**src/nmit_pkg.sv**
```systemverilog
`timescale 1ns / 1ps
package nmit_pkg;

  localparam int ELEM_W = 24;
  localparam int COF_W  = 2 * ELEM_W + 1;
  localparam int DET_W  = 3 * ELEM_W + 2;
  localparam int LAT    = ELEM_W + 8;

  typedef logic signed [ELEM_W-1:0] elem_t;

  typedef struct packed {
    elem_t in_c0r0;
    elem_t in_c0r1;
    elem_t in_c0r2;
    elem_t in_c1r0;
    elem_t in_c1r1;
    elem_t in_c1r2;
    elem_t in_c2r0;
    elem_t in_c2r1;
    elem_t in_c2r2;
  } in_t;

  typedef struct packed {
    elem_t out_c0r0;
    elem_t out_c0r1;
    elem_t out_c0r2;
    elem_t out_c1r0;
    elem_t out_c1r1;
    elem_t out_c1r2;
    elem_t out_c2r0;
    elem_t out_c2r1;
    elem_t out_c2r2;
    logic  singular;
  } out_t;

  // cofactors and determinant handed from front to back
  typedef struct packed {
    logic [8:0][COF_W-1:0] cof;
    logic [DET_W-1:0]      det;
  } item_t;

  // cofactor i = m[CA]*m[CB] - m[CC]*m[CD]
  localparam logic [3:0] CA [9] = '{4'd4, 4'd5, 4'd3, 4'd2, 4'd0, 4'd1, 4'd1, 4'd2, 4'd0};
  localparam logic [3:0] CB [9] = '{4'd8, 4'd6, 4'd7, 4'd7, 4'd8, 4'd6, 4'd5, 4'd3, 4'd4};
  localparam logic [3:0] CC [9] = '{4'd5, 4'd3, 4'd4, 4'd1, 4'd2, 4'd0, 4'd2, 4'd0, 4'd1};
  localparam logic [3:0] CD [9] = '{4'd7, 4'd8, 4'd6, 4'd8, 4'd6, 4'd7, 4'd4, 4'd5, 4'd3};

endpackage

```
**src/nmit_queue.sv**
```systemverilog
`timescale 1ns / 1ps
module nmit_queue (
  input  logic            clk,
  input  logic            rst,
  input  logic            push,
  input  nmit_pkg::item_t push_data,
  output logic            pop,
  output nmit_pkg::item_t pop_data,
  output logic            full
);
  import nmit_pkg::*;

  item_t      mem [2];
  logic       wp, rp;
  logic [1:0] cnt;

  assign pop      = (cnt != 2'd0);
  assign full     = (cnt == 2'd2);
  assign pop_data = mem[rp];

  always_ff @(posedge clk) begin
    if (push) begin
      mem[wp] <= push_data;
    end
    if (rst) begin
      wp  <= 1'b0;
      rp  <= 1'b0;
      cnt <= 2'd0;
    end else begin
      if (push) wp <= ~wp;
      if (pop)  rp <= ~rp;
      cnt <= cnt + {1'b0, push} - {1'b0, pop};
    end
  end

endmodule

```
**config.mk**
```make
export PLATFORM = sky130hd
export DESIGN_NAME = nmit_queue
export DESIGN_NICKNAME = d
export VERILOG_FILES = /design/src/nmit_pkg.sv /design/src/nmit_queue.sv
export SDC_FILE = /design/constraint.sdc
export NUM_CORES = 1
export LEC_CHECK = 0
export CAP_MARGIN = 0
export CORE_AREA = 3 3 406 408
export CTS_BUF_LIST = sky130_fd_sc_hd__clkbuf_16
export CTS_CLUSTER_DIAMETER = 80
export CTS_CLUSTER_SIZE = 16
export DETAILED_ROUTE_END_ITERATION = 16
export DIE_AREA = 0 0 409 411
export DONT_BUFFER_PORTS = 1
export PLACE_DENSITY = 0.44
export SLEW_MARGIN = 10
export SYNTH_ARGS = -nofsm -noshare
export SYNTH_HDL_FRONTEND = slang
export SYNTH_SLANG_ARGS = --single-unit
export TNS_END_PERCENT = 1
```
**constraint.sdc**
```tcl
create_clock -name clk -period 33.5 [get_ports clk]
set_input_delay 6.7 -clock clk [delete_from_list [all_inputs] [get_ports clk]]
set_output_delay 6.7 -clock clk [all_outputs]
set_load 0.005 [all_outputs]
```
==> results.toml <==
[synth]
synth_cells = 1623
ys_ff_latch = 1035
synth-edff-count = 1030
yosys-top-cells-area = "edfxtp_1, mux2_4, mux2_2"
synth_most_common_cell = "edfxtp_1"
ys_seq_area_share_pct = 80.0
yosysTopAreaCell = "edfxtp_1"
yosys_warnings = 0
synth_flop_cell = "edfxtp_1"
synth.distinct_cells = 18
synth_top_area_share_pct = 79.8
syn-num-nets = 2142
syn-cell-area_sq_mm = 0.0388
syn_area_per_cell_sq_um = 23.9
async_reset_ff_share_pct = 0
yosys-top-cells-count = "edfxtp_1, mux2_4, mux2_2, buf_6, buf_2"

[cts]
post_cts_resized = 0
cts_tree = "yes"
numCtsBuffers = 80
cts-htree-levels = 3
clock_latency_ps = 670
clock_path_buffers = 3
cts_setup_buffers = 0
clk_pin_slew_ps = 70
cts.sinks = 1035
cts_root_buf = "clkbuf_16"
cts_hold_buf = 0

[power]
seqPwrFrac_pct = 58.3
peakVddDrop_uv = 56.4
p_leak_nw = 14.2
power.switching_mw = 0.573
power_density_mw_per_mm2 = 60.4
power.share.clock_pct = 34.1
p_int_mw = 2.06
combinationalPowerShare_pct = 7.6
swShare_pct = 21.8

[cells_and_area]
syn_to_final_growth_pct = 12.4
finalNonFillerCells = 3894
fin_nets = 2186
drive_gt1_share_pct = 37.6

[timing]
worst_pin_slew_ps = 1130
rsz0062_at_grt = "false"
finalHoldViolations = 0
fin_crit_sh_pct = 36.1
slew_viol_final = 0
final.setup.tns_ps = 0
period_minus_slack_ps = 12090
fmax_ghz = 0.0827
setup_ws_ps = 21410
fin_skew_ps = 35.1
relSlewSlack_pct = 24.9
setup_violations = 0

[grt]
grt_antenna_before_repair = 16
grt_use_met1_pct = 9.81
use_met3_pct = 7.62
grt_max_degree = 139
grt.total_usage_pct = 11.3
use_met2_pct = 20.0
grt_overflow = 0
grt_pass1_vias = 16378
grt_pass1_wl_um = 133000
grt.busiest_layer = "met2"

[worst_setup_path]
worstPathRequired_ps = 26800
crit_buf_inv = 4
crit_fanout = 58
cp_cell_sequence = "buf_4, buf_4, buf_4, buf_4, mux2_2"
cp.depth = 5
cpPeakStageDelay_ps = 900
end_kind = "primary output"
critical-path-top-delay-family = "buffers and inverters"
critPathArrivalTime_ps = 5390
critical_path_class = "flip-flop to primary output"
r2r_cells = 4
cpMostUsedCell = "buf_4"
cpMaxStageDelayCell = "dfxtp_4"
start_kind = "flip-flop"

[routing]
vias_per_cell = 3.95
first_iter_violations = 886
wl_per_cell_um = 25.8
wl_um = 100000
vias = 15384
drc_errors = 0
antenna_left = 0
dr.pass1.iters = 4

[die]
io_pins = 1035
die_x_um = 409
dieArea_sq_mm = 0.168
die_height_um = 411
initial_core_util_pct = 23.9
row_count = 148
core_area_sq_mm = 0.162

[worst_hold_path]
hp-class = "flip-flop to flip-flop"
whs_path_depth = 2

[place]
globalplace.congestion = 0.826
pre_cts_ws_ps = 22050
hpwlAfterDp_um = 74200
place_inst = 3760
port_buffers = 0

[job]
cap_violations = 0

[run_status]
status = "complete, no violations"
cells by family after synthesis:
logic type               count (synthesis)  synth area share, %
flip-flops                            1035                 80.0
multiplexers                           515                 18.3
buffers and inverters                   57                 1.37
AND/OR/NAND/NOR                         11                0.165
AO/OA/AOI/OAI                            3               0.0581
XOR/XNOR                                 1               0.0226
adder cells (fa/ha/maj)                  1               0.0323
flip-flops by register name, summed over array words and instances, names as in the netlist, named ones only:
| signal | flops |
|---|---|
| rp | 1 |
| cnt | 2 |
| wp | 1 |
| mem | 1030 |
cells in the final DEF, fill, tap and decap left out, types with 2 or more instances in the layout:
master / instances
nor3_1: 3
diode_2: 22
inv_1: 9
clkinv_2: 2
clkinv_1: 4
buf_12: 5
bufinv_16: 2
clkinv_8: 6
edfxtp_1: 1030
buf_4: 14
inv_6: 4
mux2_2: 165
dfxtp_1: 4
clkbuf_16: 82
mux2_4: 350
nor2b_1: 3
worst paths after layout:
check | start | end | slack (ps)
worst max-delay path | flip-flop | pop_data[0] | 21410
worst min-delay path | rp$_SDFFE_PP0P_ | flip-flop | 570
worst max register to register | wp$_SDFFE_PP0P_ | mem[0][329]$_DFFE_PP_ | 29540
worst min register to register | rp$_SDFFE_PP0P_ | flip-flop | 570
metal layers:
metal  share of wire [%]  up-vias
met2                  52      767
met1                  30     7889
met5               0.013        -
li1                    -     6566
met4                 3.6        2
met3                  14      160
power by group through the flow:
stage	Sequential [mW]	Clock (mW)	Combinational, mW
2_1_floorplan	1.61	0	0.150
3_3_place_gp	1.56	0	0.203
3_5_place_dp	1.56	0	0.205
4_1_cts	1.54	0.940	0.206
5_1_grt	1.54	0.988	0.212
6_report	1.53	0.899	0.199
tightest hold or removal path: cells and delay by family, from the launching register on:
family | cells | cell delay, ps
flops | 1 | 340
compound gates | 1 | 140
simple gates | 1 | 40
final cells by class:
class | count | area, sq um
Multi-Input combinational cell | 531 | 7230
Timing Repair Buffer | 19 | 205
Fill cell | 16000 | 118000
Sequential cell | 1035 | 31000
Antenna cell | 22 | 55.1
Clock buffer | 82 | 2050
Tap cell | 2175 | 2720
Clock inverter | 30 | 292
through the flow:
step / util [%] / power [mW] / area, sq um / hold WS, ps
floorplan: - / 1.76 / 38800 / 496
global placement: 25.4 / 1.77 / 41200 / 531
detailed placement: 25.4 / 1.77 / 41200 / 538
CTS: 26.9 / 2.68 / 43500 / 553
global route: 26.9 / 2.74 / 43600 / 580
finish: 26.9 / 2.63 / 43600 / 566
No activity file was read; power rests on OpenSTA's default activity.
